$ cat src/rtl/plom_pkg.sv
// Shared constants and field layout for the piecewise linear opacity map.
package plom_pkg;

	// table geometry
	localparam int MAX_POINTS = 16;
	localparam int IDX_W      = $clog2(MAX_POINTS);
	localparam int CNT_W      = 5;

	// field widths
	localparam int POS_W   = 32;
	localparam int OPA_W   = 16;
	localparam int ENTRY_W = POS_W + OPA_W;
	localparam int PROD_W  = POS_W + OPA_W;
	localparam int DIVC_W  = $clog2(OPA_W);

	// stream payload layout
	localparam int TDATA_FIELDS_W = IDX_W + POS_W + OPA_W + POS_W;
	localparam int S_TDATA_W      = ((TDATA_FIELDS_W + 7) / 8) * 8;
	localparam int S_TUSER_W      = 2;
	localparam int M_TDATA_W      = OPA_W;

	localparam logic [CNT_W-1:0] NUM_POINTS_RST = CNT_W'(2);

	// item kinds carried in tuser bit 0
	localparam logic FUNC_LOAD = 1'b0;
	localparam logic FUNC_MAP  = 1'b1;

endpackage

$ cat src/rtl/plom_ram.sv
// Generic single write port, single read port RAM with registered read data.
module plom_ram #(
	parameter int WIDTH = 8,
	parameter int DEPTH = 16
) (
	input  logic                     clk,
	input  logic                     we,
	input  logic [$clog2(DEPTH)-1:0] waddr,
	input  logic [WIDTH-1:0]         wdata,
	input  logic [$clog2(DEPTH)-1:0] raddr,
	output logic [WIDTH-1:0]         rdata
);

	logic [WIDTH-1:0] mem [DEPTH];

	// write port
	always_ff @(posedge clk) begin
		if (we) begin
			mem[waddr] <= wdata;
		end
	end

	// registered read port
	always_ff @(posedge clk) begin
		rdata <= mem[raddr];
	end

endmodule

$ cat src/rtl/piecewise_linear_opacity_map.sv
// Piecewise linear opacity map: control point table, search sequencer and serial divider.
//
// Input stream (s_axis_*): one transaction is either a load of one control point
// (tuser bit 0 clear) or a position to map (tuser bit 0 set). Loads write the
// table and give no result; map transactions give exactly one result on the
// output stream (m_axis_*), with tlast echoed from the input.
// Configuration channel (cfg_*): writes the number of control points in use;
// it is always ready and should only be written while the block is idle.
// Sequencing: a load is written when it is accepted. A map item is held for its whole work:
//   invalid position: straight to the result register;
//   below first / above last point: the first-point check, then the last-point check;
//   interpolation: both checks, table reads up to the first point above the
//   position, a multiply step, the divider steps and a final add.
// The single-port table read and the one-bit-per-cycle restoring divider set
// the length of this work.
// s_axis_tready is high only while the sequencer is idle. A result sits in
// the output register until taken; a stalled receiver holds the block.
// Reset: control state clears, the point count returns to 2; the table is not
// cleared and must be loaded before use.
module piecewise_linear_opacity_map (
	input  logic                          clk,
	input  logic                          arst_n,
	// input stream
	input  logic                          s_axis_tvalid,
	output logic                          s_axis_tready,
	// tdata: point_index, point_position, point_opacity, position, zero pad
	input  logic [plom_pkg::S_TDATA_W-1:0] s_axis_tdata,
	// tuser: func, position_valid
	input  logic [plom_pkg::S_TUSER_W-1:0] s_axis_tuser,
	input  logic                          s_axis_tlast,
	// output stream
	output logic                          m_axis_tvalid,
	input  logic                          m_axis_tready,
	// tdata: opacity
	output logic [plom_pkg::M_TDATA_W-1:0] m_axis_tdata,
	output logic                          m_axis_tlast,
	// configuration
	input  logic                          cfg_valid,
	output logic                          cfg_ready,
	input  logic [plom_pkg::CNT_W-1:0]    cfg_data
);

	import plom_pkg::*;

	typedef enum logic [2:0] {
		ST_IDLE,
		ST_CHK0,
		ST_CHKL,
		ST_SCAN,
		ST_MUL,
		ST_DIV,
		ST_FIN,
		ST_OUT
	} state_t;

	state_t              state_q;
	logic [CNT_W-1:0]    num_points_q;
	logic signed [POS_W-1:0] p_q;
	logic                last_q;
	logic signed [POS_W-1:0] prev_x_q;
	logic [OPA_W-1:0]    prev_o_q;
	logic [IDX_W-1:0]    j_q;
	logic [POS_W-1:0]    d_q;
	logic [POS_W-1:0]    dx_q;
	logic [OPA_W-1:0]    mag_q;
	logic                neg_q;
	logic [POS_W-1:0]    rem_q;
	logic [OPA_W-1:0]    quo_q;
	logic [DIVC_W-1:0]   cnt_q;
	logic [OPA_W-1:0]    opacity_q;

	// input fields
	logic [IDX_W-1:0]        in_index;
	logic [POS_W-1:0]        in_point_pos;
	logic [OPA_W-1:0]        in_point_opa;
	logic signed [POS_W-1:0] in_pos;
	logic                    in_func;
	logic                    in_pos_valid;
	logic                    in_accept;

	assign in_index     = s_axis_tdata[IDX_W-1:0];
	assign in_point_pos = s_axis_tdata[IDX_W +: POS_W];
	assign in_point_opa = s_axis_tdata[IDX_W+POS_W +: OPA_W];
	assign in_pos       = s_axis_tdata[IDX_W+POS_W+OPA_W +: POS_W];
	assign in_func      = s_axis_tuser[0];
	assign in_pos_valid = s_axis_tuser[1];

	assign s_axis_tready = (state_q == ST_IDLE);
	assign in_accept     = s_axis_tvalid && s_axis_tready;
	assign cfg_ready     = 1'b1;

	// index of the last point in use
	logic [IDX_W-1:0] last_idx;
	always_comb begin
		if (num_points_q == '0) begin
			last_idx = '0;
		end else if (num_points_q > CNT_W'(MAX_POINTS)) begin
			last_idx = IDX_W'(MAX_POINTS - 1);
		end else begin
			last_idx = IDX_W'(num_points_q - CNT_W'(1));
		end
	end

	// table read address, one step ahead of the sequencer
	logic [IDX_W-1:0] rd_addr;
	always_comb begin
		case (state_q)
			ST_CHK0: rd_addr = last_idx;
			ST_CHKL: rd_addr = IDX_W'(1);
			ST_SCAN: rd_addr = j_q + IDX_W'(1);
			default: rd_addr = '0;
		endcase
	end

	logic [ENTRY_W-1:0] rd_entry;
	logic signed [POS_W-1:0] ent_x;
	logic [OPA_W-1:0]        ent_o;

	plom_ram #(
		.WIDTH(ENTRY_W),
		.DEPTH(MAX_POINTS)
	) u_table (
		.clk  (clk),
		.we   (in_accept && (in_func == FUNC_LOAD)),
		.waddr(in_index),
		.wdata({in_point_pos, in_point_opa}),
		.raddr(rd_addr),
		.rdata(rd_entry)
	);

	assign ent_x = rd_entry[OPA_W +: POS_W];
	assign ent_o = rd_entry[OPA_W-1:0];

	// segment set-up: offsets and opacity step
	logic [POS_W:0]   d_full;
	logic [POS_W:0]   dx_full;
	logic [OPA_W:0]   diff;
	logic [OPA_W:0]   diff_abs;
	assign d_full   = {p_q[POS_W-1], p_q} - {prev_x_q[POS_W-1], prev_x_q};
	assign dx_full  = {ent_x[POS_W-1], ent_x} - {prev_x_q[POS_W-1], prev_x_q};
	assign diff     = {1'b0, ent_o} - {1'b0, prev_o_q};
	assign diff_abs = diff[OPA_W] ? (~diff + (OPA_W+1)'(1)) : diff;

	// product of step and offset
	logic [PROD_W-1:0] prod;
	assign prod = PROD_W'(mag_q) * PROD_W'(d_q);

	// one restoring division step
	logic [POS_W:0] div_t;
	logic           div_ge;
	assign div_t  = {rem_q, quo_q[OPA_W-1]};
	assign div_ge = (div_t >= {1'b0, dx_q});

	// sequencer
	always_ff @(posedge clk or negedge arst_n) begin
		if (!arst_n) begin
			state_q      <= ST_IDLE;
			num_points_q <= NUM_POINTS_RST;
			p_q          <= '0;
			last_q       <= 1'b0;
			prev_x_q     <= '0;
			prev_o_q     <= '0;
			j_q          <= '0;
			d_q          <= '0;
			dx_q         <= '0;
			mag_q        <= '0;
			neg_q        <= 1'b0;
			rem_q        <= '0;
			quo_q        <= '0;
			cnt_q        <= '0;
			opacity_q    <= '0;
		end else begin
			if (cfg_valid && cfg_ready) begin
				num_points_q <= cfg_data;
			end
			case (state_q)
				ST_IDLE: begin
					if (in_accept && (in_func == FUNC_MAP)) begin
						p_q    <= in_pos;
						last_q <= s_axis_tlast;
						if (!in_pos_valid) begin
							opacity_q <= '0;
							state_q   <= ST_OUT;
						end else begin
							state_q <= ST_CHK0;
						end
					end
				end
				// first point: clamp below
				ST_CHK0: begin
					if (p_q <= ent_x) begin
						opacity_q <= ent_o;
						state_q   <= ST_OUT;
					end else begin
						prev_x_q <= ent_x;
						prev_o_q <= ent_o;
						state_q  <= ST_CHKL;
					end
				end
				// last point: clamp above
				ST_CHKL: begin
					if (p_q >= ent_x) begin
						opacity_q <= ent_o;
						state_q   <= ST_OUT;
					end else begin
						j_q     <= IDX_W'(1);
						state_q <= ST_SCAN;
					end
				end
				// find first point above the position
				ST_SCAN: begin
					if (p_q < ent_x) begin
						if (ent_x <= prev_x_q) begin
							opacity_q <= prev_o_q;
							state_q   <= ST_OUT;
						end else begin
							d_q     <= d_full[POS_W-1:0];
							dx_q    <= dx_full[POS_W-1:0];
							mag_q   <= diff_abs[OPA_W-1:0];
							neg_q   <= diff[OPA_W];
							state_q <= ST_MUL;
						end
					end else begin
						prev_x_q <= ent_x;
						prev_o_q <= ent_o;
						j_q      <= j_q + IDX_W'(1);
					end
				end
				// quotient fits the opacity width, so the product bits above it seed the remainder
				ST_MUL: begin
					rem_q   <= prod[PROD_W-1:OPA_W];
					quo_q   <= prod[OPA_W-1:0];
					cnt_q   <= '0;
					state_q <= ST_DIV;
				end
				ST_DIV: begin
					rem_q <= div_ge ? POS_W'(div_t - {1'b0, dx_q}) : div_t[POS_W-1:0];
					quo_q <= {quo_q[OPA_W-2:0], div_ge};
					cnt_q <= cnt_q + DIVC_W'(1);
					if (cnt_q == DIVC_W'(OPA_W - 1)) begin
						state_q <= ST_FIN;
					end
				end
				ST_FIN: begin
					opacity_q <= neg_q ? (prev_o_q - quo_q) : (prev_o_q + quo_q);
					state_q   <= ST_OUT;
				end
				ST_OUT: begin
					if (m_axis_tready) begin
						state_q <= ST_IDLE;
					end
				end
				default: begin
					state_q <= ST_IDLE;
				end
			endcase
		end
	end

	// result register
	assign m_axis_tvalid = (state_q == ST_OUT);
	assign m_axis_tdata  = opacity_q;
	assign m_axis_tlast  = last_q;

endmodule

$ cat config.mk
export PLATFORM = sky130hd
export DESIGN_NAME = piecewise_linear_opacity_map
export DESIGN_NICKNAME = d
export VERILOG_FILES = /design/src/rtl/plom_pkg.sv /design/src/rtl/plom_ram.sv /design/src/rtl/piecewise_linear_opacity_map.sv
export SDC_FILE = /design/constraint.sdc
export NUM_CORES = 2
export LEC_CHECK = 0
export BUFFER_PORTS_ARGS = -buffer_cell sky130_fd_sc_hd__buf_2
export CORE_MARGIN = 3
export CORE_UTILIZATION = 56
export CTS_CLUSTER_SIZE = 16
export DETAILED_ROUTE_END_ITERATION = 10
export PLACE_DENSITY_LB_ADDON = 0.15
export SLEW_MARGIN = 25
export SYNTH_ARGS = -nofsm -noshare
export SYNTH_HDL_FRONTEND = slang
export SYNTH_HIERARCHICAL = 1
export SYNTH_SLANG_ARGS = --single-unit
$ cat constraint.sdc
create_clock -name clk -period 5.8 [get_ports clk]
set_clock_uncertainty 0.1 [all_clocks]
set_input_delay 0.58 -clock clk [delete_from_list [all_inputs] [get_ports clk]]
set_output_delay 0.58 -clock clk [all_outputs]
set_load 0.005 [all_outputs]
After elaboration in Yosys (flattened, before gate mapping):

Memories as Yosys holds them, arrays and structs flattened. A register that Yosys moved wholly into a read port is not among the register bits.
Cells that the tools add are included.
Widths: inputs -> output; s select.

* multipliers: 1
* div/mod/pow operators: 0
* reduce and logical (&&, ||, !) cells: 15
* add/subtract/negate cells: 10
* shift operators: 0
* eq/ne operators: 19
* $lt $le $gt $ge: 6
* multiplexer cells: 36
* bitwise logic cells: 3

Operator list (number)
* $mux 16: 10
* $pmux 32 s2: 2
* $mux 32: 3
* $sub 32x32->32: 3
* $pmux 16 s5: 1
* $le 32x32->1: 2
* $pmux 16 s2: 2
* $mul 16x32->48: 1
* $ge 33x32->1: 1
* $ge 32x32->1: 1
* $lt 32x32->1: 1
* $pmux 3 s8: 1
* $mux 3: 7
* $ne 2x2->1 const B: 9
* $sub 16x16->17: 1
* $add 16x1->16 const B: 1
* $add 16x16->16: 1
* $mux 4: 4
* $not 16->16: 1
* $pmux 4 s2: 2
* $sub 16x16->16: 1
* $eq 3x3->1 const B: 4
* $pmux 4 s3: 1
* $reduce_and 3->1: 3
* other kinds (18): 27

* bits of input ports: 101
* logic and storage cells: 106
* bits in latches: 0
* RAM bits: 768
* bits in read-only memories: 0
* output and inout port bits: 20
* register bits after elaboration: 242
* memories kept: 1

Memory list
* u_table.mem: depth 16, bits a word 48, rd ports 1, clocked after Yosys merged registers in 1, wr ports 1, RTL line plom_ram.sv:14 `logic [WIDTH-1:0] mem [DEPTH];`

Longest topological paths before layout:

* word-level depth: 5
* mapped depth: 26
* depth with buffers taken out: 24

Modules after synthesis:

The synthesis kept the hierarchy.

By module, submodules not included
* piecewise_linear_opacity_map: times used 1, cells each 4064, area an instance 34511.8 µm², sequential area each 6057.1 µm²
* plom_ram: times used 1, cells each 1242, area an instance 29691.0 µm², sequential area each 24023.0 µm²

Worst setup path after synthesis:

No wires, ideal clock.

* path kind: flip-flop to flip-flop
* start: register d_q[12]
* end: register rem_q[19]
* stages on the path, launching flop included: 23
* period minus slack after synthesis: 6.386 ns
* arrival: 6.160 ns
* path slack: -0.586 ns
* library setup time: 0.126 ns
* data required time: 5.574 ns
* buffers on the path: 1
* cell sequence: dfrtp_1 -> clkbuf_1 -> nand2_1 -> fa_1 -> inv_1 -> fa_1 -> fa_1 -> fa_1 -> fa_1 -> inv_1 -> fa_1 -> inv_1 -> ha_1 -> a21oi_1 -> o21ai_0 -> or2_2 -> a311o_1 -> nand3_1 -> o21ba_2 -> o21ai_0 -> a21oi_1 -> xnor2_1 -> a221o_1

* longest elaborated chain between the ends: 2

Ends and longest elaborated chain
* start: declaration: RTL line piecewise_linear_opacity_map.sv:63 `logic [POS_W-1:0] d_q;`
* start signal: assignment: RTL line piecewise_linear_opacity_map.sv:217 `d_q <= d_full[POS_W-1:0];`
* $mul 16x32->48: RTL line piecewise_linear_opacity_map.sv:146 `assign prod = PROD_W'(mag_q) * PROD_W'(d_q);`
* $pmux 32 s2: RTL line piecewise_linear_opacity_map.sv:176 `case (state_q)`
* end signal: assignment: RTL line piecewise_linear_opacity_map.sv:231 `rem_q <= prod[PROD_W-1:OPA_W];`
* end signal: assignment: RTL line piecewise_linear_opacity_map.sv:237 `rem_q <= div_ge ? POS_W'(div_t - {1'b0, dx_q}) : div_t[POS_W-1:0];`
* end: declaration: RTL line piecewise_linear_opacity_map.sv:67 `logic [POS_W-1:0] rem_q;`

No other way between the ends.
A chain may end at the register's enable or synchronous reset.

Worst setup path in the final report:

* start: register mag_q[6]
* end: register rem_q[25]

* longest elaborated chain between the ends: 2

Ends and longest elaborated chain
* start: declaration: RTL line piecewise_linear_opacity_map.sv:65 `logic [OPA_W-1:0] mag_q;`
* start signal: assignment: RTL line piecewise_linear_opacity_map.sv:219 `mag_q <= diff_abs[OPA_W-1:0];`
* $mul 16x32->48: RTL line piecewise_linear_opacity_map.sv:146
* $pmux 32 s2: RTL line piecewise_linear_opacity_map.sv:176

No other way between the ends.

==> impl_summary.txt <==
----------------------------------------------------
[Logic synthesis]
  Synthesis warning total ... 6
  Adder-cell share of the synthesized area ... 0.1870
  Fraction of synthesis flops using an asynchronous set or reset pin ... 0.2287
  Dominant synthesized flop cell ... sky130_fd_sc_hd__edfxtp_1
  Syn_area_per_cell ... 12.10 µm²
  Post-Synth XOR/XNOR Area ... 0.02401
  Area leader, netlist ... sky130_fd_sc_hd__edfxtp_1
  Mapped Nets ... between 6000 and 7000
  Number of distinct library cells after synthesis ... 99
  Post-synth EDFFs ... 768
  Biggest area contributors in the synthesized netlist ... sky130_fd_sc_hd__edfxtp_1 (36%), sky130_fd_sc_hd__fa_1 (13%), sky130_fd_sc_hd__dfrtp_1 (9.4%)
  Simple-gate share of the synthesized area ... 0.09349
  Synthesis-stage register bit count ... about 1100
  Multiplexer share of the synthesized area ... 0.08563
  Post-synthesis sequential area ratio ... 0.4685
  Top-area cell type share of the netlist area ... 0.3592
  Synth Area in Compound Gates ... 0.08836
  Netlist area before placement ... approximately 0.064 mm²
  Cell count after synthesis ... roughly 5300
  Largest family of logic cells by synthesized area ... adder cells

[Clock tree]
  Master cell of the clock root buffer ... sky130_fd_sc_hd__clkbuf_16
  Total number of H-tree levels ... 3
  Clock insertion delay at the later pin of the skew report ... just over 0.7 ns
  Inserted Clock Buffers ... around 110
  TritonCTS clock tree ... built
  Clock slew seen by the registers of the worst setup and hold paths ... around 0.06 ns
  Bufs on Longest Clock Path ... 3
  CTS sink count ... approximately 1100

[Timing]
  Final setup TNS ... -17.40 ns
  Fin crit period ... around 6.5 ns
  Setup violations, final ... 35
  Hold_ws ... between 0.05 and 0.06 ns
  Relative slew slack ... 0.2998
  Final Max Tran Viols ... 0
  Actual slew at the worst max-slew pin ... 1.050 ns
  Setup repair after global routing missed its margin ... yes
  Minimum setup slack in the final design ... -0.6902 ns
  Fin. Hold Viols ... 0
  Share of the clock period used by the worst path ... 1.119
  Upper clock frequency limit ... around 150 MHz

[Floorplan]
  Core Rows ... roughly 120
  Die Outline Area ... between 0.1 and 0.15 mm²
  Y dimension of the die ... approximately 340 µm
  Die boundary width ... 344.6 µm
  Initial standard-cell utilization of the core ... 0.5676
  CORE AREA ... 0.1131 mm²
  Ports ... about 120

[Routing]
  Total via count in the routed design ... approximately 43000
  Residual antenna-violating net count after detailed routing ... 0
  Wire per inst ... between 20 and 25 µm
  Number of optimization iterations in the first detailed-route pass ... 6
  Violation count after the first detailed-routing iteration ... 3346
  Remaining DRCs ... 0
  DR vias/cell ... about 5.9
  Wire length after detailed routing ... approximately 180000 µm

[Placed design]
  Count of input and output buffers ... 115
  Place WS ... -0.9035 ns
  HPWL after DPL ... approximately 120000 µm
  Cell Area, Placed ... around 0.069 mm²
  GP Congestion ... approximately 0.94

[Final layout]
  Fraction of final layout cells with drive strength greater than 1 ... 0.2049
  Final Net Count ... approximately 6500
  Commonest cells after routing, fill and taps aside ... sky130_fd_sc_hd__edfxtp_1 (768), sky130_fd_sc_hd__nand2_1 (621), sky130_fd_sc_hd__inv_1 (595)
  Most common library cell in the layout ignoring fill and taps ... sky130_fd_sc_hd__edfxtp_1
  Cell area after layout ... 0.07448 mm²
  Area Growth Syn to Fin ... 16.01%
  FILL cells ... between 8000 and 9000

[Critical path]
  Setup CP Type ... reg2reg
  Maximum net fanout on the critical path ... 23
  CP arrival ... approximately 6.9 ns
  Required time of the worst setup path ... between 6 and 7 ns
  Startpoint types ... register
  CP Capture Type ... register

[Global routing]
  Via count of the first global-routing pass ... roughly 45000
  Pin count of the biggest net entering global routing ... ~140
  Wire length of the first global-routing pass ... 269000 µm
  Residual overflow from global routing ... 0
  Number of antenna violations at the first check in global routing ... 16
  Global routing usage summed across all routing layers ... 0.3031

[Status]
  Status ... complete, but fails checks
  Violated checks ... negative setup slack

[Min path]
  Classification of the worst-slack hold path ... in2reg

[Run]
  Count of max-cap constraint violations ... 0

----------------------------------------------------
[cells in the mapped netlist, types with 22 or more instances]
cell and number:
sky130_fd_sc_hd__edfxtp_1 768, sky130_fd_sc_hd__a21oi_1 205, sky130_fd_sc_hd__mux2i_1 34, sky130_fd_sc_hd__dfxtp_1 48, sky130_fd_sc_hd__xor2_1 74, sky130_fd_sc_hd__o21ai_0 213, sky130_fd_sc_hd__nand3_1 48, sky130_fd_sc_hd__buf_1 24
sky130_fd_sc_hd__nor2_1 193, sky130_fd_sc_hd__nand2b_1 27, sky130_fd_sc_hd__ha_1 283, sky130_fd_sc_hd__and2_1 217, sky130_fd_sc_hd__a22oi_1 97, sky130_fd_sc_hd__clkbuf_1 182, sky130_fd_sc_hd__o21a_1 22, sky130_fd_sc_hd__inv_1 623
sky130_fd_sc_hd__a21o_1 75, sky130_fd_sc_hd__o22ai_1 22, sky130_fd_sc_hd__fa_1 423, sky130_fd_sc_hd__a31oi_1 33, sky130_fd_sc_hd__nor3_1 53, sky130_fd_sc_hd__nand2_1 635, sky130_fd_sc_hd__nor2b_1 26, sky130_fd_sc_hd__a211oi_1 34
sky130_fd_sc_hd__nand4_1 29, sky130_fd_sc_hd__mux2_2 58, sky130_fd_sc_hd__mux4_2 192, sky130_fd_sc_hd__o211ai_1 22, sky130_fd_sc_hd__o21ai_1 50, sky130_fd_sc_hd__dfrtp_1 241, sky130_fd_sc_hd__xnor2_1 102
[repair_timing]
action	in CTS	in global routing
cloned	0	2
resized for setup	102	94
buffers inserted	20	20
pin swaps	23	38
endpoints found under the hold margin	75	0
setup endpoints to repair	37	38
hold buffers	26	0
[final cells by class]
class / count / area [µm²] / share of cell area
multi-input cells: 3377 / 31920 / 0.4286
diodes: 10 / 25.02 / 0.0003360
flip-flops and latches: 1058 / 30100 / 0.4041
repair buffers: 512 / 4484 / 0.06021
inverters: 626 / 2350 / 0.03155
well taps: 1500 / 1877 / 0.02520
clock buffers: 145 / 3023 / 0.04059
clock inverters: 61 / 701.9 / 0.009424
[through the flow]
stage | std cells | util
after floorplan | 5306 | -
after global placement | 7006 | 0.6134
after detailed placement | 7006 | 0.6134
after CTS | 7257 | 0.6534
after global routing | 7284 | 0.6583
final | 7289 | 0.6584
[worst max-delay path, cell delays in order (launching register included)]
cell and delay [ns]:
sky130_fd_sc_hd__dfrtp_1 0.40, sky130_fd_sc_hd__buf_12 0.17, sky130_fd_sc_hd__and2_1 0.19, sky130_fd_sc_hd__fa_1 0.53, sky130_fd_sc_hd__inv_1 0.05, sky130_fd_sc_hd__fa_1 0.48
sky130_fd_sc_hd__fa_2 0.54, sky130_fd_sc_hd__inv_1 0.05, sky130_fd_sc_hd__fa_1 0.50, sky130_fd_sc_hd__fa_1 0.54, sky130_fd_sc_hd__inv_1 0.05, sky130_fd_sc_hd__fa_1 0.54
sky130_fd_sc_hd__inv_1 0.06, sky130_fd_sc_hd__ha_4 0.26, sky130_fd_sc_hd__nand2_1 0.10, sky130_fd_sc_hd__o21ai_2 0.09, sky130_fd_sc_hd__or2_2 0.29, sky130_fd_sc_hd__a311o_1 0.31
sky130_fd_sc_hd__nand3_4 0.15, sky130_fd_sc_hd__o211a_4 0.20, sky130_fd_sc_hd__nor2_4 0.05, sky130_fd_sc_hd__buf_4 0.16, sky130_fd_sc_hd__nand3_1 0.08, sky130_fd_sc_hd__o41ai_2 0.08
sky130_fd_sc_hd__o32a_1 0.33
[sequential cells by signal (all words and copies together) (netlist names), 32 cells and up]
name           cells
d_q               32
u_table/mem      768
u_table/rdata     48
prev_x_q          32
rem_q             32
p_q               32
dx_q              32
[worst paths after layout]
check / start / endpoint / slack [ns] / cells after the start
min: s_axis_tdata[57] / p_q[5] / 0.05 / 2
min reg2reg: prev_x_q[18] / prev_x_q[18] / 0.38 / 2
max in group asynchronous: arst_n / rem_q[24] / 3.95 / 3
max: mag_q[6] / rem_q[25] / -0.69 / 24
min in group asynchronous: arst_n / d_q[6] / 0.28 / 2
max reg2reg: mag_q[6] / rem_q[25] / -0.69 / 24
[cells by family after synthesis]
| kind of cell | after synthesis |
|---|---|
| other cells | 1 |
| xor+xnor | 176 |
| buf+inv | 871 |
| mux | 296 |
| flops | 1058 |
| compound gates | 897 |
| simple gates | 1301 |
| fa+ha+maj | 706 |
[layer usage]
layer  up-vias  part of all wire  GRT usage
li1      19298                 -          -
met1     21908              0.40     0.4004
met2      1472              0.49     0.4974
met3       348             0.074    0.06235
met4        12             0.041     0.1168
met5         -           0.00039          0
Power is not shown: default switching activity piles up to over one toggle a cycle in this logic, so the estimate is an artifact.
